--- src/cid_pkg.sv ---
// Shared types and constants for the cutter implicit distance pipeline.
// No dependencies.
`default_nettype none
package cid_pkg;

    localparam logic [1:0] SHAPE_FLAT = 2'd0;
    localparam logic [1:0] SHAPE_BALL = 2'd1;
    localparam logic [1:0] SHAPE_BULL = 2'd2;

    localparam logic [2:0] REG_SHAPE  = 3'd0;
    localparam logic [2:0] REG_RADIUS = 3'd1;
    localparam logic [2:0] REG_MAJOR  = 3'd2;
    localparam logic [2:0] REG_MINOR  = 3'd3;
    localparam logic [2:0] REG_LENGTH = 3'd4;
    localparam logic [2:0] REG_POS_X  = 3'd5;
    localparam logic [2:0] REG_POS_Y  = 3'd6;
    localparam logic [2:0] REG_POS_Z  = 3'd7;

    localparam int SQ_STAGES = 16;  // two root bits per stage
    localparam int LATENCY   = 26;  // 3 front + 4 branch + 16 root + 3 ring

    typedef struct packed {
        logic [1:0]         shape;
        logic [14:0]        radius;
        logic [14:0]        length;
        logic [14:0]        tz_off;
        logic signed [15:0] pos_x;
        logic signed [15:0] pos_y;
        logic signed [15:0] pos_z;
        logic [29:0]        rr;
        logic [29:0]        r1sq;
        logic [29:0]        r2sq;
        logic [31:0]        r12sq;
        logic [31:0]        kq;     // 4 * r1^2
    } cid_cfg_t;

    typedef struct packed {
        logic [33:0]        s;
        logic signed [17:0] tz;
        logic [33:0]        tzz;
    } cid_geom_t;

    typedef struct packed {
        logic signed [63:0] val;
        logic               ring;
        logic [33:0]        tzz;
    } cid_carry_t;

    function automatic logic signed [63:0] max64(input logic signed [63:0] a,
                                                 input logic signed [63:0] b);
        return (a > b) ? a : b;
    endfunction

endpackage
`default_nettype wire

--- src/cid_ring.sv ---
// Ring stages: squared distance to the bottom ring and output register
// (three stages). Depends on cid_pkg.
`default_nettype none
module cid_ring (
    input  wire logic                 aclk,
    input  wire logic                 aresetn,
    input  wire logic                 ce,
    input  wire logic                 in_valid,
    input  wire logic [31:0]          root,
    input  wire cid_pkg::cid_carry_t  in_carry,
    input  wire logic [14:0]          radius,
    output logic                      out_valid,
    output logic [63:0]               result
);
    logic                v1_reg, v2_reg, v3_reg;
    logic [31:0]         d_reg;
    logic [63:0]         dd_reg, res_reg;
    cid_pkg::cid_carry_t c1_reg, c2_reg;

    always_ff @(posedge aclk) begin
        if (!aresetn) begin
            v1_reg <= 1'b0;
            v2_reg <= 1'b0;
            v3_reg <= 1'b0;
        end else if (ce) begin
            v1_reg <= in_valid;
            v2_reg <= v1_reg;
            v3_reg <= v2_reg;
        end
    end

    always_ff @(posedge aclk) begin
        if (ce) begin
            d_reg   <= root - {2'b00, radius, 15'd0};
            c1_reg  <= in_carry;
            dd_reg  <= d_reg * d_reg;
            c2_reg  <= c1_reg;
            res_reg <= c2_reg.ring ? ((dd_reg >> 14) + {14'd0, c2_reg.tzz, 16'd0})
                                   : c2_reg.val;
        end
    end

    assign out_valid = v3_reg;
    assign result    = res_reg;
endmodule
`default_nettype wire

--- config.mk ---
export PLATFORM = sky130hd
export DESIGN_NAME = cid_ring
export DESIGN_NICKNAME = d
export VERILOG_FILES = /design/src/cid_pkg.sv /design/src/cid_ring.sv
export SDC_FILE = /design/constraint.sdc
export NUM_CORES = 2
export LEC_CHECK = 0
export BUFFER_PORTS_ARGS = -buffer_cell sky130_fd_sc_hd__clkbuf_2
export CORE_MARGIN = 5
export CORE_UTILIZATION = 63
export DETAILED_ROUTE_END_ITERATION = 10
export PLACE_DENSITY = 0.9
export SYNTH_ARGS = -nofsm -noshare
export SYNTH_HDL_FRONTEND = slang
export SYNTH_SLANG_ARGS = --single-unit
--- constraint.sdc ---
create_clock -name aclk -period 9.75 [get_ports aclk]
set_input_delay 0 -clock aclk [delete_from_list [all_inputs] [get_ports aclk]]
set_output_delay 0 -clock aclk [all_outputs]
set_load 0.05 [all_outputs]
-- Word level (Yosys, flattened, before mapping)
Index checks and enable logic that the tools add are counted.
- word-level logic and storage cells: 16
- bits in registers: 361
- bits of input ports: 150
- output and inout bits: 65
- muxes and demuxes: 1
- add/subtract/negate cells: 2
- $mul: 1
- operator list (kind ; count):
    $mul A32 B32 Y64 ; 1
    $mux W64 ; 1
    $add A50 B50 Y51 ; 1
    $sub A32 B30 Y32 ; 1

-- Depth between registers and ports, before layout
- depth after elaboration: 2
- mapped depth: 30
- mapped depth without buffers: 27

-- Worst setup path after synthesis
Ideal clock, no wire load.
- kind: flip-flop to flip-flop
- start point: register d_reg[5]
- end point: register dd_reg[54] (data pin)
- data arrival time: 7.479 ns
- setup slack: 2.006 ns
- required time: 9.485 ns
- setup time: 0.265 ns
- buffers on the path: 3
- period minus slack after synthesis: 7.744 ns
- stages on the path, launching flop included: 29
- path through: edfxtp_1 -> clkbuf_1 -> clkbuf_1 -> nand2_1 -> fa_1 -> inv_1 -> fa_1 -> fa_1 -> inv_1 -> fa_1 -> inv_1 -> fa_1 -> inv_1 -> fa_1 -> inv_1 -> fa_1 -> fa_1 -> ha_1 -> clkbuf_1 -> a21oi_1 -> o211ai_1 -> a21boi_0 -> a31oi_1 -> o21a_1 -> or3_1 -> a21oi_1 -> o21a_1 -> o21ai_0 -> xor2_1
- cells in the longest elaborated chain, start to end: 1
- RTL lines (item ; RTL line ; text):
    start: declaration ; cid_ring.sv:16 ; logic [31:0] d_reg;
    start signal: assignment ; cid_ring.sv:34 ; d_reg <= root - {2'b00, radius, 15'd0};
    $mul A32 B32 Y64 ; cid_ring.sv:36 ; dd_reg <= d_reg * d_reg;
    end signal: assignment ; cid_ring.sv:36 ;
    end: declaration ; cid_ring.sv:17 ; logic [63:0] dd_reg, res_reg;
Every way passes these cells.
A chain may end at the register's enable or synchronous reset.

-- Final worst setup path
- start point: register d_reg[28]
- end point: register dd_reg[56] (data pin)
The elaborated chain is that of the path after synthesis.

==> Implementation_results.wiki <==
{| class="wikitable"
! Metric !! Value
|-
| Vias per inst || 5.97
|-
| Routed wire length per instance || 23.3 um
|-
| Yosys cell types || 70
|-
| Number of antenna violations at the first check in global routing || 5
|-
| Number of synthesized register bits || 347
|-
| Syn_nets || 5185
|-
| Type of element launching the critical path || register
|-
| Netlist area before placement || 42600 um^2
|-
| Mux contribution to synthesized area || 1.36%
|-
| Average cell area after synthesis || 10.9 um^2
|-
| Violation count after the first detailed-route iteration || 3164
|-
| Pre-CTS WS || 0.824 ns
|-
| Highest net fanout along the worst path || 18
|-
| CP required || 10.10 ns
|-
| Number of placement rows || 95
|-
| First-pass GRT wire length || 188000 um
|-
| Share of synthesized flip-flops with an asynchronous set or reset || 0%
|-
| Time the worst path needs with I/O delays and setup || 9.53 ns
|-
| Setup Total Neg Slack || 0 ns
|-
| Post-detailed-routing wire length || 120000 um
|-
| Fill cells || 4188
|-
| Fraction of final layout cells with drive strength greater than 1 || 9.48%
|-
| Count of final max-slew check failures || 0
|-
| Share of the synthesized area in the top cell type || 37.3%
|-
| RSZ-0062 raised after global routing || no
|-
| Clock Skew || 0.0651 ns
|-
| Post-synthesis cell type with the largest combined area || sky130_fd_sc_hd__fa_1
|-
| Main synth FF type || sky130_fd_sc_hd__edfxtp_1
|-
| Final number of setup-violating endpoints || 0
|-
| Post-synthesis instance total || 3895
|-
| Resized Gates After CTS || 0
|-
| Post-synthesis sequential area ratio || 24.4%
|-
| Slew @ Worst Pin || 1.30 ns
|-
| Post-synthesis to final-layout area growth || 11.5%
|-
| Main combinational cell family by area after synthesis || adder cells
|-
| Vert. Die Dim || 270 um
|-
| Most numerous cell in the Yosys netlist || sky130_fd_sc_hd__inv_1
|-
| Initial core utilization || 63.5%
|-
| Xor/xnor cell area share of the yosys netlist || 2.67%
|-
| Core Area || 67000 um^2
|-
| Synth warnings || 0
|-
| Clock latency on the worst-skew pair || 0.63 ns
|-
| Number of buffers added by the clock tree synthesis step || 38
|-
| Number of buffers on the longest clock path || 3
|-
| Routed via count || 30.7k
|-
| Arithmetic-cell share of the synthesized area counting full adders, half adders and majority gates || 47.5%
|-
| Post-CTS setup buffer count || 0
|-
| Maximum level of the CTS H-tree || 2
|-
| Clock sink count || 347
|-
| Worst path arrival time || 9.88 ns
|-
| Overall track demand over capacity in global routing || 33.3%
|-
| CTS tree || done
|-
| Critical path start-end classification || reg -> reg
|-
| Post-detailed-route count of antenna-violating nets || 0
|-
| Outcome || finished, violations left
|-
| Pin count of the biggest net entering global routing || 110
|-
| Dominant cells by area after synthesis || sky130_fd_sc_hd__fa_1, sky130_fd_sc_hd__edfxtp_1, sky130_fd_sc_hd__ha_1, sky130_fd_sc_hd__inv_1, sky130_fd_sc_hd__and2_1
|-
| Clock edge transition at the registers on the reported setup and hold paths || 0.08 ns
|-
| Synthesized-area fraction occupied by ao, oa, aoi and oai cells || 5.36%
|-
| Total Nets Final || 5521
|-
| Worst path setup slack after routing || 0.224 ns
|-
| Top-level port count || 215
|-
| First-pass iteration count of the detailed router || 9
|-
| Die Wd || 270 um
|-
| Violations in the final reports || hold timing
|-
| Number of enable-type register cells in the synthesized netlist || 344
|-
| MaxCap Viol Count || 0
|-
| Final Wtd Congestion || 0.987
|-
| Final hold slack || -0.00739 ns
|-
| DIE AREA || 72900 um^2
|-
| Half-perimeter wire length of the detailed placement result || 85500 um
|-
| Final worst-path cycle share || 97.7%
|-
| Maximum clock frequency || 105 MHz
|-
| Total grt overflow || 0
|-
| Worst setup EP type || register
|-
| DRC violation count after routing || 0
|-
| Worst max-slew margin expressed relative to the limit || 13.6%
|-
| Input/output buffers || 214
|-
| Root cell of the clock tree || sky130_fd_sc_hd__clkbuf_16
|-
| Tightest Hold Check Type || in -> reg
|-
| Hold-fix buffers at CTS || 147
|-
| Basic-gate share of the synthesized area counting and, or, nand and nor cells || 8.76%
|-
| Via count of the first global-routing pass || 34.5k
|-
| Hold Violations, Final || 1
|-
| Most frequent cells after synthesis || sky130_fd_sc_hd__inv_1, sky130_fd_sc_hd__fa_1, sky130_fd_sc_hd__ha_1, sky130_fd_sc_hd__edfxtp_1, sky130_fd_sc_hd__nand2_1
|}
layer usage:
metal	vias to the layer above	global-route usage (%)	wire length, um
met5	-	0	41
met4	6	24.3	11900
met3	791	8.86	12300
met2	2162	55.9	58100
met1	15051	36.6	37300
li1	12655	-	-
per-stage QoR:
step / cell area [um^2] / cells / hold WS [ns] / util, %
detailed placement: 44700 / 4917 / 0.179 / 66.7
global placement: 44700 / 4917 / 0.177 / 66.7
global route: 47500 / 5134 / 0.0363 / 70.8
floorplan: 42600 / 3895 / 0.0989 / -
finish: 47500 / 5136 / -0.00739 / 70.8
CTS: 47500 / 5134 / 0.00356 / 70.8
layout make-up:
class	instances	area [um^2]	share of cell area, %
clock inverter	20	228	0.480
timing repair buffer	422	3010	6.34
tap	873	1090	2.30
antenna	2	5.00	0.0105
sequential	347	10400	21.9
clock buffer	50	1050	2.20
multi-input combinational	2420	27900	58.9
inverter	1002	3760	7.92
cells in the final DEF, fill, tap and decap left out, drive strengths merged, types with 4 or more instances in the layout:
cell         Yosys  layout
clkinv           1      15
a221oi           5       5
a21o            67      67
o31ai            4       4
buf              4      62
nor3            18      18
or2              6       6
nor2b           31      31
mux2            47      47
o21bai          15      15
a211oi           9       9
clkbuf         122     263
ha             347     347
nor2            77      77
a311oi           4       4
fa             793     793
and2           238     238
inv           1001    1003
o21a            10      10
nand2b          10      10
a221o            4       4
xnor2           76      76
mux2i            5       5
and3            12      12
a31oi           20      20
a41oi            4       4
nand2          302     302
nand4           16      16
o21ai           64      64
dlygate4sd3      0     147
nand3           23      23
xor2            54      54
nor4             5       5
o211ai           4       4
a21oi           97      97
edfxtp         344     344
a31o            13      13
critical path, cell delays in order, from the launching register on:
cell and delay (ns):
sky130_fd_sc_hd__edfxtp_1 1.12, sky130_fd_sc_hd__inv_1 0.46, sky130_fd_sc_hd__nor2_1 0.34, sky130_fd_sc_hd__inv_1 0.12, sky130_fd_sc_hd__fa_1 0.52, sky130_fd_sc_hd__inv_1 0.06
sky130_fd_sc_hd__fa_1 0.58, sky130_fd_sc_hd__fa_1 0.47, sky130_fd_sc_hd__fa_1 0.42, sky130_fd_sc_hd__fa_1 0.44, sky130_fd_sc_hd__fa_1 0.74, sky130_fd_sc_hd__fa_1 0.51
sky130_fd_sc_hd__ha_1 0.32, sky130_fd_sc_hd__ha_1 0.42, sky130_fd_sc_hd__nand3_1 0.27, sky130_fd_sc_hd__nor4_1 0.38, sky130_fd_sc_hd__nor2b_1 0.38, sky130_fd_sc_hd__o41a_1 0.44
sky130_fd_sc_hd__a21oi_1 0.33, sky130_fd_sc_hd__o21ai_1 0.39, sky130_fd_sc_hd__o21ai_2 0.14, sky130_fd_sc_hd__nand2_2 0.13, sky130_fd_sc_hd__a31oi_1 0.12, sky130_fd_sc_hd__xnor2_1 0.16
cells by family after synthesis:
logic type | count (synthesis)
adder cells (fa/ha/maj) | 1140
buffers and inverters | 1128
AO/OA/AOI/OAI | 346
multiplexers | 52
AND/OR/NAND/NOR | 752
XOR/XNOR | 130
flip-flops | 347
final timing paths:
| path | slack [ns] | endpoint | cells after the start | startpoint |
|---|---|---|---|---|
| max | 0.22 | dd_reg[56] | 23 | d_reg[28] |
| min | -0.007 | d_reg[20] | 4 | radius[5] |
| max reg2reg | 0.22 | dd_reg[56] | 23 | d_reg[28] |
| min reg2reg | 0.42 | c2_reg[91] | 0 | c1_reg[91] |
Power is not shown: default switching activity piles up to over one toggle a cycle in this logic, so the estimate is an artifact.
