===== src/cid_pkg.sv =====
// Shared types and constants for the cutter implicit distance pipeline.
// No dependencies.
`default_nettype none
package cid_pkg;

    localparam logic [1:0] SHAPE_FLAT = 2'd0;
    localparam logic [1:0] SHAPE_BALL = 2'd1;
    localparam logic [1:0] SHAPE_BULL = 2'd2;

    localparam logic [2:0] REG_SHAPE  = 3'd0;
    localparam logic [2:0] REG_RADIUS = 3'd1;
    localparam logic [2:0] REG_MAJOR  = 3'd2;
    localparam logic [2:0] REG_MINOR  = 3'd3;
    localparam logic [2:0] REG_LENGTH = 3'd4;
    localparam logic [2:0] REG_POS_X  = 3'd5;
    localparam logic [2:0] REG_POS_Y  = 3'd6;
    localparam logic [2:0] REG_POS_Z  = 3'd7;

    localparam int SQ_STAGES = 16;  // two root bits per stage
    localparam int LATENCY   = 26;  // 3 front + 4 branch + 16 root + 3 ring

    typedef struct packed {
        logic [1:0]         shape;
        logic [14:0]        radius;
        logic [14:0]        length;
        logic [14:0]        tz_off;
        logic signed [15:0] pos_x;
        logic signed [15:0] pos_y;
        logic signed [15:0] pos_z;
        logic [29:0]        rr;
        logic [29:0]        r1sq;
        logic [29:0]        r2sq;
        logic [31:0]        r12sq;
        logic [31:0]        kq;     // 4 * r1^2
    } cid_cfg_t;

    typedef struct packed {
        logic [33:0]        s;
        logic signed [17:0] tz;
        logic [33:0]        tzz;
    } cid_geom_t;

    typedef struct packed {
        logic signed [63:0] val;
        logic               ring;
        logic [33:0]        tzz;
    } cid_carry_t;

    function automatic logic signed [63:0] max64(input logic signed [63:0] a,
                                                 input logic signed [63:0] b);
        return (a > b) ? a : b;
    endfunction

endpackage
`default_nettype wire


===== src/cid_front.sv =====
// Front stages: offsets, squares and planar radius squared (three stages).
// Depends on cid_pkg.
`default_nettype none
module cid_front (
    input  wire logic                    aclk,
    input  wire logic                    aresetn,
    input  wire logic                    ce,
    input  wire logic                    in_valid,
    input  wire logic signed [15:0]      px,
    input  wire logic signed [15:0]      py,
    input  wire logic signed [15:0]      pz,
    input  wire cid_pkg::cid_cfg_t       cfg,
    output logic                         out_valid,
    output cid_pkg::cid_geom_t           geom
);
    logic               v1_reg, v2_reg, v3_reg;
    logic signed [16:0] tx_reg, ty_reg;
    logic signed [17:0] tz1_reg, tz2_reg, tz3_reg;
    logic [33:0]        xx_reg, yy_reg, zz2_reg, zz3_reg, s_reg;
    logic signed [16:0] tx_next, ty_next;
    logic signed [17:0] tz_next;
    logic signed [33:0] xx_p, yy_p;
    logic signed [35:0] zz_p;

    assign tx_next = 17'(px) - 17'(cfg.pos_x);
    assign ty_next = 17'(py) - 17'(cfg.pos_y);
    assign tz_next = 18'(pz) - 18'(cfg.pos_z) - $signed({3'b000, cfg.tz_off});
    assign xx_p = tx_reg * tx_reg;
    assign yy_p = ty_reg * ty_reg;
    assign zz_p = tz1_reg * tz1_reg;

    always_ff @(posedge aclk) begin
        if (!aresetn) begin
            v1_reg <= 1'b0;
            v2_reg <= 1'b0;
            v3_reg <= 1'b0;
        end else if (ce) begin
            v1_reg <= in_valid;
            v2_reg <= v1_reg;
            v3_reg <= v2_reg;
        end
    end

    always_ff @(posedge aclk) begin
        if (ce) begin
            tx_reg  <= tx_next;
            ty_reg  <= ty_next;
            tz1_reg <= tz_next;
            xx_reg  <= xx_p[33:0];
            yy_reg  <= yy_p[33:0];
            zz2_reg <= zz_p[33:0];
            tz2_reg <= tz1_reg;
            s_reg   <= xx_reg + yy_reg;
            zz3_reg <= zz2_reg;
            tz3_reg <= tz2_reg;
        end
    end

    assign out_valid = v3_reg;
    assign geom.s    = s_reg;
    assign geom.tz   = tz3_reg;
    assign geom.tzz  = zz3_reg;
endmodule
`default_nettype wire


===== config.mk =====
export PLATFORM = sky130hd
export DESIGN_NAME = cid_front
export DESIGN_NICKNAME = d
export VERILOG_FILES = /design/src/cid_pkg.sv /design/src/cid_front.sv
export SDC_FILE = /design/constraint.sdc
export NUM_CORES = 2
export LEC_CHECK = 0
export ABC_CLOCK_PERIOD_IN_PS = 7450
export BUFFER_PORTS_ARGS = -buffer_cell sky130_fd_sc_hd__buf_2
export CAP_MARGIN = 20
export CORE_ASPECT_RATIO = 0.7
export CORE_MARGIN = 3
export CORE_UTILIZATION = 63
export DETAILED_ROUTE_END_ITERATION = 12
export PLACE_DENSITY = 0.8
export REMOVE_ABC_BUFFERS = 1
export SYNTH_ARGS = -nofsm -noshare
export SYNTH_HDL_FRONTEND = slang
export SYNTH_SLANG_ARGS = --single-unit
export TNS_END_PERCENT = 30

===== constraint.sdc =====
create_clock -name aclk -period 7.45 [get_ports aclk]
set_input_delay 1.1175 -clock aclk [delete_from_list [all_inputs] [get_ports aclk]]
set_output_delay 1.1175 -clock aclk [all_outputs]
set_load 0.02 [all_outputs]

-- Word-level counts from Yosys, hierarchy flattened
Cells that the tools add are included.
- add/sub/neg operators: 5
- multiply operators: 3
- div/mod/pow operators: 0
- $lt $le $gt $ge: 0
- eq/ne operators: 0
- shift operators: 0
- multiplexer cells: 0
- bitwise operators: 0
- reduce and logical (&&, ||, !) cells: 0
- operators by type and width (cell ; count):
    multiplier 17 x 17 -> 34 bit ; 2
    subtractor 16 x 16 -> 17 bit ; 3
    adder 34 bit ; 1
    multiplier 18 x 18 -> 34 bit ; 1
    subtractor 17 x 16 -> 18 bit ; 1
- flip-flop bits (word level): 261
- bits in latches: 0
- memory bits (writable): 0
- memory bits (read-only): 0
- input bits: 301
- output and inout bits: 87
- word-level logic and storage cells: 21
- memories: 0

-- Logic depth before layout (Yosys ltp)
- depth in word-level cells: 2
- gate-level depth with buffers: 26
- gate-level depth less buffers: 24

-- Worst setup path before layout
No wires, ideal clock.
- path kind: reg-to-reg
- start: register ty_reg[2]
- end: register yy_reg[33], data pin
- library setup time: 259 ps
- arrival time: 6287 ps
- path slack: 903 ps
- stages on the path, launching flop included: 19
- cells stage by stage: edfxtp_1 > clkbuf_1 > clkbuf_1 > and2_1 > fa_1 > fa_1 > fa_1 > fa_1 > fa_1 > fa_1 > ha_1 > or2_2 > a21oi_1 > a21oi_1 > and4b_1 > nor3_1 > a2111oi_1 > a21oi_1 > xnor2_1
- longest elaborated chain between the ends: 1
- RTL lines (item ; RTL line ; text):
    start: declaration ; cid_front.sv:17 ; logic signed [16:0] tx_reg, ty_reg;
    start signal: assignment ; cid_front.sv:47 ; ty_reg <= ty_next;
    multiplier 17 x 17 -> 34 bit ; cid_front.sv:29 ; assign yy_p = ty_reg * ty_reg;
    named net yy_p[33] ; cid_front.sv:22 ; logic signed [33:0] xx_p, yy_p;
    end signal: assignment ; cid_front.sv:50 ; yy_reg <= yy_p[33:0];
    end: declaration ; cid_front.sv:19 ; logic [33:0] xx_reg, yy_reg, zz2_reg, zz3_reg, s_reg;
The timed path passes the listed nets, and every way through them passes these cells.
A chain may end at the register's enable or synchronous reset.

-- Final worst setup path
- start: register tx_reg[3]
- end: register xx_reg[33], data pin
- longest elaborated chain between the ends: 1
- RTL lines (item ; RTL line ; text):
    start: declaration ; cid_front.sv:17 ;
    start signal: assignment ; cid_front.sv:46 ; tx_reg <= tx_next;
    multiplier 17 x 17 -> 34 bit ; cid_front.sv:28 ; assign xx_p = tx_reg * tx_reg;
    named net xx_p[33] ; cid_front.sv:22 ;
    end signal: assignment ; cid_front.sv:49 ; xx_reg <= xx_p[33:0];
    end: declaration ; cid_front.sv:19 ;
The timed path passes the listed nets, and every way through them passes these cells.

==> flow_results.org <==
** Setup path
- Ordered cell list for the critical path :: nand2_1 > fa_1 > inv_1 > fa_1 > inv_1 > fa_1 > inv_1 > fa_1 > fa_1 > inv_1 > fa_1 > inv_1 > ha_1 > a21o_1 > a21o_1 > a211oi_1 > nor3_1 > o31ai_2 > o31ai_1 > o41a_1 > xnor2_1
- In this run the worst setup path terminates at xx_reg[33].
- Cell with the largest stage delay on the worst path :: sky130_fd_sc_hd__edfxtp_1
- Crit Path Max Fanout :: 16
- Crit-path leading delay family :: adder cells
- Cell repeated most along the worst path :: sky130_fd_sc_hd__fa_1
- Across all register-to-register paths, the minimum setup slack is 340 ps.
- STA classifies the critical path endpoint as a flip-flop.
- Worst reg2reg startpoint :: tx_reg[3]
- CP max stage delay :: slightly above 800 ps
- In this run the critical register-to-register path is captured at xx_reg[33].
- The critical path runs through a total of 21 cells.
- The setup path with the least slack is of type reg2reg.
- Type of element launching the critical path :: flip-flop
- FF-to-FF path depth :: 21
- Data required, critical path :: just under 8000 ps
- Data arrival time of the critical path :: 7460 ps
- The number of buffers and inverters on the critical path is 5.
- Tracing the worst setup path back leads to its startpoint at tx_reg[3].

** Clock tree
- For this design, the CTS-stage hold fixing added 0 buffers.
- Post_cts resized :: 0
- Counting the buffers created by CTS gives 29.
- Clock latency on the worst-skew pair, taken at its later pin, is 610 ps.
- TritonCTS built the clock tree.
- CTS placed an instance of sky130_fd_sc_hd__clkbuf_16 at the clock tree root.
- Total number of H-tree levels :: 1
- Clk sinks :: 255
- In this run the deepest clock path goes through 3 buffers.
- Post-CTS Setup Bufs :: 0
- Clock transition at the registers of the reported paths :: around 70 ps

** Synthesis
- The most used flip-flop cell after synthesis is sky130_fd_sc_hd__edfxtp_1.
- Yosys mapped the design onto 76 distinct sky130hd cell types.
- Averaged over all synthesized cells, the footprint is 10.1 µm².
- Counting flops with a built-in enable in the synthesized netlist gives around 250.
- Sequential element share of the synthesized area :: 0.182
- The mapped netlist covers around 0.042 mm².
- In the synthesized netlist, the number of instances is 4,141.
- Number of warnings issued by yosys :: 0
- Synthesis inferred 255 register bits.
- Synth async-reset ratio :: 0

** Die
- The die covers roughly 0.070 mm².
- The die is 315 µm wide.
- The core region is 0.0654 mm².
- Number of core rows :: slightly below 80
- The initial utilization of the core area, before any placement, comes to 0.643.
- Ports :: between 300 and 400
- Vert. Die Dim :: roughly 220 µm

** Routing
- In the final routed layout, each cell accounts on average for 16.6 µm.
- Initial DRT Pass Iterations :: 7
- In this run the remaining antenna-violating nets after routing total 0.
- Via density per instance :: 5.35
- Overall via count from detail_route :: 28,100
- After the first detailed-routing iteration, the DRC count stood at 1,965.
- Summed over all layers, the routed wires come to around 87,000 µm.
- Remaining DRCs :: 0

** Final layout
- Fillers :: roughly 4,900
- Fraction of layout instances using a drive strength above 1 :: 0.0783
- The sequential cells in the finished layout cover a total of 0.00763 mm².
- Area added between synthesis and finish :: 7.81%
- Summing all multi-input logic gate instances after layout gives 0.0297 mm².
- Number of antenna diodes :: 0
- The final layout contains 5,851 nets.
- Flip-flop count of the largest register after layout :: 34

** STA
- The count of final hold-check violations is 0.
- Fin Setup TNS :: 0 ps
- Setup repair after global routing missed its margin :: no
- Final worst-path setup slack :: 336 ps
- Max frequency :: 141 MHz
- In the finished design, the share of the clock period the worst path needs comes to 0.955.
- Clock skew :: between 15 and 20 ps
- The count of pins over their slew limit was 0.
- Relative slew margins :: 0.384
- Setup violations remaining at the end of the flow were counted as 0.
- Minimum clock period :: approximately 7100 ps
- At the pin with the least slew margin, the transition time is 924 ps.

** Outcome
- The run finished with clean final reports.

** Place
- Final weighted congestion in routability-driven placement :: about 0.94
- Buffers placed on the I/O ports in this run total 200.
- Summed over all nets, the half-perimeter wirelength after detailed placement is 72,100 µm.
- Before CTS, the worst setup slack after placement is 437 ps.

** Global route
- The initial antenna violation count came to 2.
- Via count of the first global-routing pass :: ~30,000
- Summed over all layers, the global routing overflow is 0.
- Global-route wire length before repair :: ~150,000 µm
- Across every metal layer, demand over resource in global routing totals 0.262.
- Entering global routing, the biggest net connects between 150 and 200 pins.

** Min path
- The tightest min-delay check is of the reg2reg type.

** Flow run
- Number of violations of the max-capacitance limit :: 0
cell families after synthesis:
logic type,synth area share
AOI/OAI and AO/OA,0.0609
xor gates and xnor gates,0.0409
adders and majority gates,0.507
buffers and inverters,0.112
DFF,0.182
muxes,0.00220
other,0.0000893
and+or+nand+nor,0.0957
cell usage after synthesis (all sizes together), types with 9 or more instances:
cell,instances,area [µm²]
and2,143,895
clkbuf,83,312
o21a,28,210
nor2b,57,357
a31o,12,114
a21o,51,383
a21oi,111,556
nor2,169,634
a211oi,12,90.1
edfxtp,252,7570
xor2,45,394
nand2b,25,156
o211ai,14,110
or2,9,56.3
nand2,318,1190
xnor2,151,1320
inv,1161,4360
o21ai,69,353
or3,15,93.8
nand3,28,140
fa,831,16600
and3,9,61.3
nor3,54,270
ha,373,4670
placed cells by master (no fill, tap or decap), types with 6 or more instances in the layout:
cell type and n:
sky130_fd_sc_hd__o211ai_1 13, sky130_fd_sc_hd__fa_1 831, sky130_fd_sc_hd__a211oi_1 12, sky130_fd_sc_hd__nand2_1 318, sky130_fd_sc_hd__nor2_1 169, sky130_fd_sc_hd__clkbuf_16 29
sky130_fd_sc_hd__o21ai_1 11, sky130_fd_sc_hd__nand4_1 8, sky130_fd_sc_hd__nand2b_1 25, sky130_fd_sc_hd__xnor2_1 151, sky130_fd_sc_hd__o21bai_1 6, sky130_fd_sc_hd__nor3_1 54
sky130_fd_sc_hd__and3_1 8, sky130_fd_sc_hd__or3_1 15, sky130_fd_sc_hd__buf_4 58, sky130_fd_sc_hd__a21o_1 51, sky130_fd_sc_hd__a31o_2 11, sky130_fd_sc_hd__nand3_1 28
sky130_fd_sc_hd__inv_1 1161, sky130_fd_sc_hd__nor2b_1 57, sky130_fd_sc_hd__ha_1 373, sky130_fd_sc_hd__mux2i_1 7, sky130_fd_sc_hd__a31oi_1 8, sky130_fd_sc_hd__o31ai_1 6
sky130_fd_sc_hd__o21a_1 28, sky130_fd_sc_hd__buf_2 199, sky130_fd_sc_hd__edfxtp_1 252, sky130_fd_sc_hd__xor2_1 45, sky130_fd_sc_hd__o21ai_0 56, sky130_fd_sc_hd__and2_1 143
sky130_fd_sc_hd__a21oi_1 111, sky130_fd_sc_hd__a221oi_1 8, sky130_fd_sc_hd__or2_2 8
cell type report:
cell class / count / share of cell area
Multi-Input combinational cell: 2638 / 0.656
Sequential cell: 255 / 0.168
Inverter: 1163 / 0.0964
Timing Repair Buffer: 259 / 0.0324
Tap cell: 880 / 0.0243
Clock buffer: 30 / 0.0161
Clock inverter: 24 / 0.00682
per-stage QoR:
stage / area (µm²) / utilization / hold slack (ps) / cells
global route: 45300 / 0.693 / 425 / 5249
finish: 45300 / 0.693 / 419 / 5249
floorplan: 41700 / - / 400 / 4056
global placement: 44300 / 0.677 / 401 / 5195
CTS: 45300 / 0.693 / 419 / 5249
detailed placement: 44300 / 0.677 / 405 / 5195
routing by layer:
layer  GRT usage  vias up  routed length, µm
met4      0.0517        2               1800
li1            -    13000                  -
met3      0.0578      137               7770
met2       0.413      951              40200
met5           0        -                 13
met1       0.380    14000              37100
worst min path at each step:
stage | cells past startpoint | slack (ps) | endpoint | from
detailed placement | 0 | 400 | tz3_reg[14] | tz2_reg[14]
global route | 0 | 420 | zz3_reg[33] | zz2_reg[33]
floorplan | 0 | 400 | tz3_reg[0] | tz2_reg[0]
CTS | 0 | 420 | tz3_reg[16] | tz2_reg[16]
global placement | 0 | 400 | tz3_reg[13] | tz2_reg[13]
finish | 0 | 420 | zz3_reg[17] | zz2_reg[17]
Power is not shown: default switching activity piles up to over one toggle a cycle in this logic, so the estimate is an artifact.
