==> config.mk <==
export PLATFORM = sky130hd
export DESIGN_NAME = cid_sqrt
export DESIGN_NICKNAME = d
export VERILOG_FILES = /design/src/cid_pkg.sv /design/src/cid_sqrt.sv
export SDC_FILE = /design/constraint.sdc
export NUM_CORES = 2
export LEC_CHECK = 0
export BUFFER_PORTS_ARGS = -buffer_cell sky130_fd_sc_hd__buf_2
export CAP_MARGIN = 25
export CORE_ASPECT_RATIO = 1.1
export CORE_MARGIN = 5
export CORE_UTILIZATION = 35
export DETAILED_ROUTE_END_ITERATION = 8
export GPL_TIMING_DRIVEN = 0
export PLACE_DENSITY = 0.6
export SLEW_MARGIN = 10
export SYNTH_ARGS = -nofsm -noshare
export SYNTH_HDL_FRONTEND = slang
export SYNTH_SLANG_ARGS = --single-unit
==> constraint.sdc <==
create_clock -name aclk -period 8 [get_ports aclk]
set_input_delay 1.2 -clock aclk [delete_from_list [all_inputs] [get_ports aclk]]
set_output_delay 1.2 -clock aclk [all_outputs]
set_load 0.02 [all_outputs]
==> src/cid_pkg.sv <==
// Shared types and constants for the cutter implicit distance pipeline.
// No dependencies.
`default_nettype none
package cid_pkg;

    localparam logic [1:0] SHAPE_FLAT = 2'd0;
    localparam logic [1:0] SHAPE_BALL = 2'd1;
    localparam logic [1:0] SHAPE_BULL = 2'd2;

    localparam logic [2:0] REG_SHAPE  = 3'd0;
    localparam logic [2:0] REG_RADIUS = 3'd1;
    localparam logic [2:0] REG_MAJOR  = 3'd2;
    localparam logic [2:0] REG_MINOR  = 3'd3;
    localparam logic [2:0] REG_LENGTH = 3'd4;
    localparam logic [2:0] REG_POS_X  = 3'd5;
    localparam logic [2:0] REG_POS_Y  = 3'd6;
    localparam logic [2:0] REG_POS_Z  = 3'd7;

    localparam int SQ_STAGES = 16;  // two root bits per stage
    localparam int LATENCY   = 26;  // 3 front + 4 branch + 16 root + 3 ring

    typedef struct packed {
        logic [1:0]         shape;
        logic [14:0]        radius;
        logic [14:0]        length;
        logic [14:0]        tz_off;
        logic signed [15:0] pos_x;
        logic signed [15:0] pos_y;
        logic signed [15:0] pos_z;
        logic [29:0]        rr;
        logic [29:0]        r1sq;
        logic [29:0]        r2sq;
        logic [31:0]        r12sq;
        logic [31:0]        kq;     // 4 * r1^2
    } cid_cfg_t;

    typedef struct packed {
        logic [33:0]        s;
        logic signed [17:0] tz;
        logic [33:0]        tzz;
    } cid_geom_t;

    typedef struct packed {
        logic signed [63:0] val;
        logic               ring;
        logic [33:0]        tzz;
    } cid_carry_t;

    function automatic logic signed [63:0] max64(input logic signed [63:0] a,
                                                 input logic signed [63:0] b);
        return (a > b) ? a : b;
    endfunction

endpackage
`default_nettype wire

==> src/cid_sqrt.sv <==
// Pipelined floor square root of s * 2^30, two root bits per stage.
// Depends on cid_pkg.
`default_nettype none
module cid_sqrt (
    input  wire logic                 aclk,
    input  wire logic                 aresetn,
    input  wire logic                 ce,
    input  wire logic                 in_valid,
    input  wire logic [33:0]          s,
    input  wire cid_pkg::cid_carry_t  in_carry,
    output logic                      out_valid,
    output logic [31:0]               root,
    output cid_pkg::cid_carry_t       out_carry
);
    localparam int N = cid_pkg::SQ_STAGES;

    logic                v_reg   [1:N];
    logic [33:0]         rem_reg [1:N];
    logic [31:0]         q_reg   [1:N];
    logic [33:0]         s_reg   [1:N];
    cid_pkg::cid_carry_t c_reg   [1:N];

    for (genvar k = 0; k < N; k++) begin : g_stage
        logic [33:0] rem_in, s_in, rem_a, rem_b;
        logic [31:0] q_in, q_a, q_b;
        logic [1:0]  pair_a, pair_b;
        logic [35:0] ta, tb;

        if (k == 0) begin : g_first
            assign rem_in = '0;
            assign q_in   = '0;
            assign s_in   = s;
        end else begin : g_rest
            assign rem_in = rem_reg[k];
            assign q_in   = q_reg[k];
            assign s_in   = s_reg[k];
        end

        // radicand bits 30 and up come from s, the rest are zero
        if (2 * k < 17) begin : g_pa
            assign pair_a = s_in[33 - 4 * k -: 2];
        end else begin : g_za
            assign pair_a = 2'b00;
        end
        if (2 * k + 1 < 17) begin : g_pb
            assign pair_b = s_in[31 - 4 * k -: 2];
        end else begin : g_zb
            assign pair_b = 2'b00;
        end

        always_comb begin
            ta = {rem_in, pair_a};
            if (ta >= {2'b00, q_in, 2'b01}) begin
                rem_a = 34'(ta - {2'b00, q_in, 2'b01});
                q_a   = {q_in[30:0], 1'b1};
            end else begin
                rem_a = ta[33:0];
                q_a   = {q_in[30:0], 1'b0};
            end
            tb = {rem_a, pair_b};
            if (tb >= {2'b00, q_a, 2'b01}) begin
                rem_b = 34'(tb - {2'b00, q_a, 2'b01});
                q_b   = {q_a[30:0], 1'b1};
            end else begin
                rem_b = tb[33:0];
                q_b   = {q_a[30:0], 1'b0};
            end
        end

        always_ff @(posedge aclk) begin
            if (!aresetn) begin
                v_reg[k + 1] <= 1'b0;
            end else if (ce) begin
                v_reg[k + 1] <= (k == 0) ? in_valid : v_reg[(k == 0) ? 1 : k];
            end
        end

        always_ff @(posedge aclk) begin
            if (ce) begin
                rem_reg[k + 1] <= rem_b;
                q_reg[k + 1]   <= q_b;
                s_reg[k + 1]   <= s_in;
                c_reg[k + 1]   <= (k == 0) ? in_carry : c_reg[(k == 0) ? 1 : k];
            end
        end
    end

    assign out_valid = v_reg[N];
    assign root      = q_reg[N];
    assign out_carry = c_reg[N];
endmodule
`default_nettype wire

# ---- Word-level counts from Yosys, hierarchy flattened
# Memories as Yosys holds them, arrays and structs flattened.
# Index checks and enable logic that the tools add are counted.
dict set report word_totals {
  mem_count 5
  ff_bits 0
  out_inout_bits 132
  ram_bits 3200
}
dict set report op_classes {
  n_mux 85
  add_sub_neg 32
  bitwise 16
  n_lt_le_gt_ge 32
}
# name words width read_ports rd_ports_with_merged_regs wr line_no
set mem_list {}
lappend mem_list {c_reg 16 99 16 0 16 cid_sqrt.sv:21} ;# cid_pkg::cid_carry_t c_reg [1:N];
lappend mem_list {rem_reg 16 34 15 0 16 cid_sqrt.sv:18} ;# logic [33:0] rem_reg [1:N];
lappend mem_list {s_reg 16 34 15 0 16 cid_sqrt.sv:20} ;# logic [33:0] s_reg [1:N];
lappend mem_list {q_reg 16 32 16 0 16 cid_sqrt.sv:19} ;# logic [31:0] q_reg [1:N];
lappend mem_list {v_reg 16 1 16 0 16 cid_sqrt.sv:17} ;# logic v_reg [1:N];
# op n
set op_table {}
lappend op_table {{$mux 34} 32}
lappend op_table {{$ge 36x34->1} 30}
lappend op_table {{$sub 34x34->34} 30}
lappend op_table {{$mux 1} 53}
lappend op_table {{$ge 36x3->1} 1}
lappend op_table {{$sub 34x3->34} 1}
lappend op_table {{$or 1x1->1} 16}
lappend op_table {{$sub 2x1->3 const B} 1}
lappend op_table {{$ge 2x1->1 const B} 1}

# ---- Depth between registers and ports, before layout
# An unclocked memory read counts as a cell.
dict set report depth {
  depth_word 5
  depth_mapped 31
  mapped_depth_nobuf 28
}

# ---- Worst setup path before layout
# No wires, ideal clock.
dict set report synth_path {
  path_kind {flip-flop to flip-flop}
  start {register rem_reg[0][477] (netlist name)}
  end {register rem_reg[0][514] (netlist name)}
  path_stages_with_launch 28
  arrival_ns 6.196
  path_buffers 2
  slack_ns 1.544
  t_required_ns 7.740
  setup_ns 0.260
  path_cell_list {edfxtp_1 inv_1 ha_1 inv_1 fa_1 nand2b_1 a21oi_1 o2111a_1 o21ai_1 a21oi_1 a31oi_2 inv_2 clkbuf_1 nand2_1 nand2_1 ha_1 o21a_1 o211ai_1 o21ba_2 o211ai_2 a211oi_1 a211o_1 a211oi_4 o311ai_0 or4_1 nor4b_2 buf_2 mux2_2}
}

==> impl_table.tex <==
\begin{tabular}{lr}
\hline
Metric & Value \\
\hline
\multicolumn{2}{l}{\textbf{Outcome}} \\
\quad Outcome & finished, final reports clean \\
\multicolumn{2}{l}{\textbf{Timing}} \\
\quad Final critical path time including I/O delays and setup & between 7 and 8 ns \\
\quad Unrepaired setup endpoints after global routing & false \\
\quad Tightest slew margin relative to the limit & 0.324 \\
\quad Period Utilization, post-route & 0.949 \\
\quad Actual transition at the worst max-transition pin & 1.00 ns \\
\quad Peak Freq & about 130 MHz \\
\quad Final number of hold-violating endpoints & 0 \\
\quad Number of pins exceeding their max-slew limit in the final report & 0 \\
\quad Largest clock skew in the final design & roughly 0.080 ns \\
\quad Final Setup Violations & 0 \\
\multicolumn{2}{l}{\textbf{Yosys}} \\
\quad Count of warnings emitted by yosys & 0 \\
\quad Cell type with the largest total area after synthesis & edfxtp\_1 \\
\quad Fraction of the mapped netlist area in adder cells & 0.0586 \\
\quad Dominant cells by area after synthesis & edfxtp\_1 64\%, ha\_1 5.6\%, xnor2\_1 3.3\% \\
\quad Yosys top cell area share & 0.641 \\
\quad Count of unique library cells instantiated by Yosys & $\sim$130 \\
\quad Summed instance area of the synthesized netlist & about 0.12 mm2 \\
\quad Most used flip-flop cell after synthesis & edfxtp\_1 \\
\quad Xor and xnor fraction of the mapped netlist area & 0.0527 \\
\quad Number of enable flip-flop cells after synthesis & approximately 2,500 \\
\quad Leading post-synthesis cells by instance count & 2,480 x edfxtp\_1, 644 x nand2\_1, 580 x nor2\_1, 522 x a21oi\_1, 522 x ha\_1 \\
\quad Sequential element share of the synthesized area & 0.641 \\
\quad Area fraction in compound gates after synthesis & 0.103 \\
\quad Post-Synth Simple-Gate Area & 0.107 \\
\quad Cell with the most instances after synthesis & edfxtp\_1 \\
\quad Mean post-synth cell area & $\sim$13 um2 \\
\quad Main combinational cell family by area after synthesis & simple AND/OR/NAND/NOR gates \\
\quad Post-synthesis async set-or-reset flop share & 0 \\
\quad Post-synthesis instance total & about 8,800 \\
\quad Proportion of synthesized area in mux cells & 0.0108 \\
\quad Synthesis-stage register bit count & between 2,000 and 2,500 \\
\multicolumn{2}{l}{\textbf{Placement}} \\
\quad Placer's final routability congestion estimate & approximately 0.88 \\
\quad Count of input and output buffers & 268 \\
\quad DP Wirelength & roughly 180,000 um \\
\quad Total placed cells including tap cells & roughly 13,000 \\
\quad Placed Area & about 0.12 mm2 \\
\multicolumn{2}{l}{\textbf{Die}} \\
\quad Die X-Extent & around 560 um \\
\quad Die area & 0.344 mm2 \\
\quad Ports placed on the boundary & approximately 270 \\
\quad Placeable Area & 0.332 mm2 \\
\quad Starting utilization of the core area & 0.351 \\
\quad Die Span Y & between 600 and 700 um \\
\quad Std-Cell Rows & 222 \\
\multicolumn{2}{l}{\textbf{Layout}} \\
\quad Fillers & 31,000 \\
\quad Final cell area excluding filler cells & $\sim$0.13 mm2 \\
\quad Final layout net count & 10,100 \\
\quad Cell Count, Final, Fillers Out & roughly 14,000 \\
\quad Sequential standard cell area & $\sim$0.074 mm2 \\
\quad Largest register FFs & 1,584 \\
\quad Footprint of the multi-input gates & approximately 0.039 mm2 \\
\quad Core Util, Final & 0.400 \\
\quad Fraction of layout cells with a size suffix above 1 & 0.117 \\
\quad Area overhead of the layout relative to synthesis & 14.2\% \\
\multicolumn{2}{l}{\textbf{Global route}} \\
\quad Overall routing resource usage & 0.138 \\
\quad GR Layer Usage met1 & 0.178 \\
\quad Global-route wire length before repair & around 390,000 um \\
\quad Remaining Overflow, GRT & 0 \\
\quad Met2 track demand over resource & 0.237 \\
\quad Initial antenna violation count & 6 \\
\quad Met3 Resource Use GR & 0.0229 \\
\quad Pin count of the biggest net entering global routing & 174 \\
\quad Most used routing layer in global routing & met2 \\
\quad Via count of the first global-routing pass & about 71,000 \\
\multicolumn{2}{l}{\textbf{Clock tree}} \\
\quad Clock sink count & around 2,500 \\
\quad Maximum count of clock buffers along a single path & 4 \\
\quad CTS tree & yes \\
\quad CTS Root Buffer Type & clkbuf\_16 \\
\quad Max H-tree Level & 5 \\
\quad Clock Latency Late Sink & roughly 0.9 ns \\
\quad Total CTS buffers & about 280 \\
\quad Clock transition at the register clock pins on the worst setup and hold paths after CTS & 0.06 ns \\
\multicolumn{2}{l}{\textbf{Detailed routing}} \\
\quad Vias after detailed routing & between 70,000 and 80,000 \\
\quad WL final & 245,000 um \\
\quad Final routed DRC violation total & 0 \\
\quad Via density per instance & around 5 \\
\quad DRC marker count from the first detailed-route iteration & between 5,000 and 6,000 \\
\quad Per-cell routed wire length & around 18 um \\
\quad TritonRoute pass-1 iters & 8 \\
\quad Number of routed nets with antenna violations & 0 \\
\multicolumn{2}{l}{\textbf{Job}} \\
\quad Count of maximum capacitance violations & 0 \\
\multicolumn{2}{l}{\textbf{Worst setup path}} \\
\quad Slowest cell on the critical path & edfxtp\_1 \\
\quad Endpoint kind of the worst setup timing path & register \\
\quad Endpoint arrival time on the critical path & just over 8 ns \\
\quad Type of the setup path with the least slack & register to register \\
\quad Critical path's largest stage delay & around 0.44 ns \\
\quad Required arrival time at the worst endpoint & 8.63 ns \\
\quad Type of origin of the critical path & register \\
\quad Worst Path Max Fanout & 11 \\
\multicolumn{2}{l}{\textbf{Power}} \\
\quad Total power & about 40 mW \\
\quad Power per standard cell area & just over 300 mW/mm2 \\
\quad Lkg Pwr & between 40 and 50 nW \\
\quad Highest ir drop seen on vdd & roughly 0.00022 V \\
\multicolumn{2}{l}{\textbf{Worst hold path}} \\
\quad Classification of the worst-slack hold path & register to register \\
\hline
\end{tabular}
layout by cell type (no fill, tap or decap), types with 169 or more instances in the layout:
| cell | netlist | layout |
|---|---|---|
| inv_1 | 416 | 416 |
| nand3_1 | 169 | 169 |
| edfxtp_1 | 2480 | 2480 |
| nor3_1 | 186 | 186 |
| nor2_1 | 580 | 580 |
| xor2_1 | 264 | 264 |
| buf_2 | 41 | 307 |
| ha_1 | 522 | 522 |
| a21oi_1 | 522 | 520 |
| nand2_1 | 644 | 644 |
| o21ai_0 | 410 | 408 |
| xnor2_1 | 435 | 435 |
| a21o_1 | 209 | 209 |
| clkbuf_16 | 0 | 281 |
repair_timing:
item                                    4_1_cts  5_1_grt
resized for setup                            14       24
pin swaps                                     2        2
hold buffers                                  0        0
setup buffers                                 2        4
hold endpoints to repair                      0        0
endpoints found under the setup margin       60      125
final timing paths:
kind | startpoint | cells after the start | to | slack [ns]
worst max register to register | rem_reg[0][341] | 29 | rem_reg[0][399] | 0.41
worst max-delay path | rem_reg[0][341] | 29 | rem_reg[0][399] | 0.41
worst min-delay path | s_reg[0][136] | 0 | s_reg[0][170] | 0.36
worst min register to register | s_reg[0][136] | 0 | s_reg[0][170] | 0.36
cell families (layout without fill, tap and decap cells):
| kind of cell | count (synthesis) | after routing |
|---|---|---|
| xor+xnor | 699 | 699 |
| mux | 114 | 114 |
| fa+ha+maj | 536 | 536 |
| other cells | 1 | 5 |
| buf+inv | 702 | 1479 |
| compound gates | 1855 | 1855 |
| simple gates | 2446 | 2446 |
| flops | 2480 | 2480 |
final cells by class:
type,instances,share of cell area
inverter,430,0.0123
multi-input combinational,5653,0.291
tap,4368,0.0412
sequential,2480,0.561
timing repair buffer,291,0.0141
antenna,2,0.0000377
clock inverter,166,0.0140
buffer,270,0.0117
clock buffer,322,0.0541
where the power goes:
part | internal (mW) | switching (mW) | total (mW)
logic | 4.67 | 6.76 | 11.4
clock network | 7.31 | 5.24 | 12.6
registers | 16.2 | 0.846 | 17.0
worst max-delay path: cells and delay by family, from the launching register on:
family	cells	cell delay, ns
compound gates	9	2.38
xor+xnor	1	0.43
fa+ha+maj	3	0.92
buf+inv	7	1.44
flops	1	0.44
simple gates	9	1.70
through the flow:
step / hold WS, ns / worst slack [ns] / TNS, ns
after floorplan: 0.400 / 1.54 / 0
after CTS: 0.356 / 0.0228 / 0
after global routing: 0.373 / 0.00677 / 0
after global placement: 0.400 / -35.39 / -
final: 0.363 / 0.410 / 0
after detailed placement: 0.405 / -1.04 / -32.02
per-layer routing:
layer	vias to the layer above	wire length [um]
met5	-	0
met4	0	8120
met3	458	11200
met2	1565	119000
met1	34100	107000
li1	34300	-
Note: power is estimated with default switching activity, not from simulation.
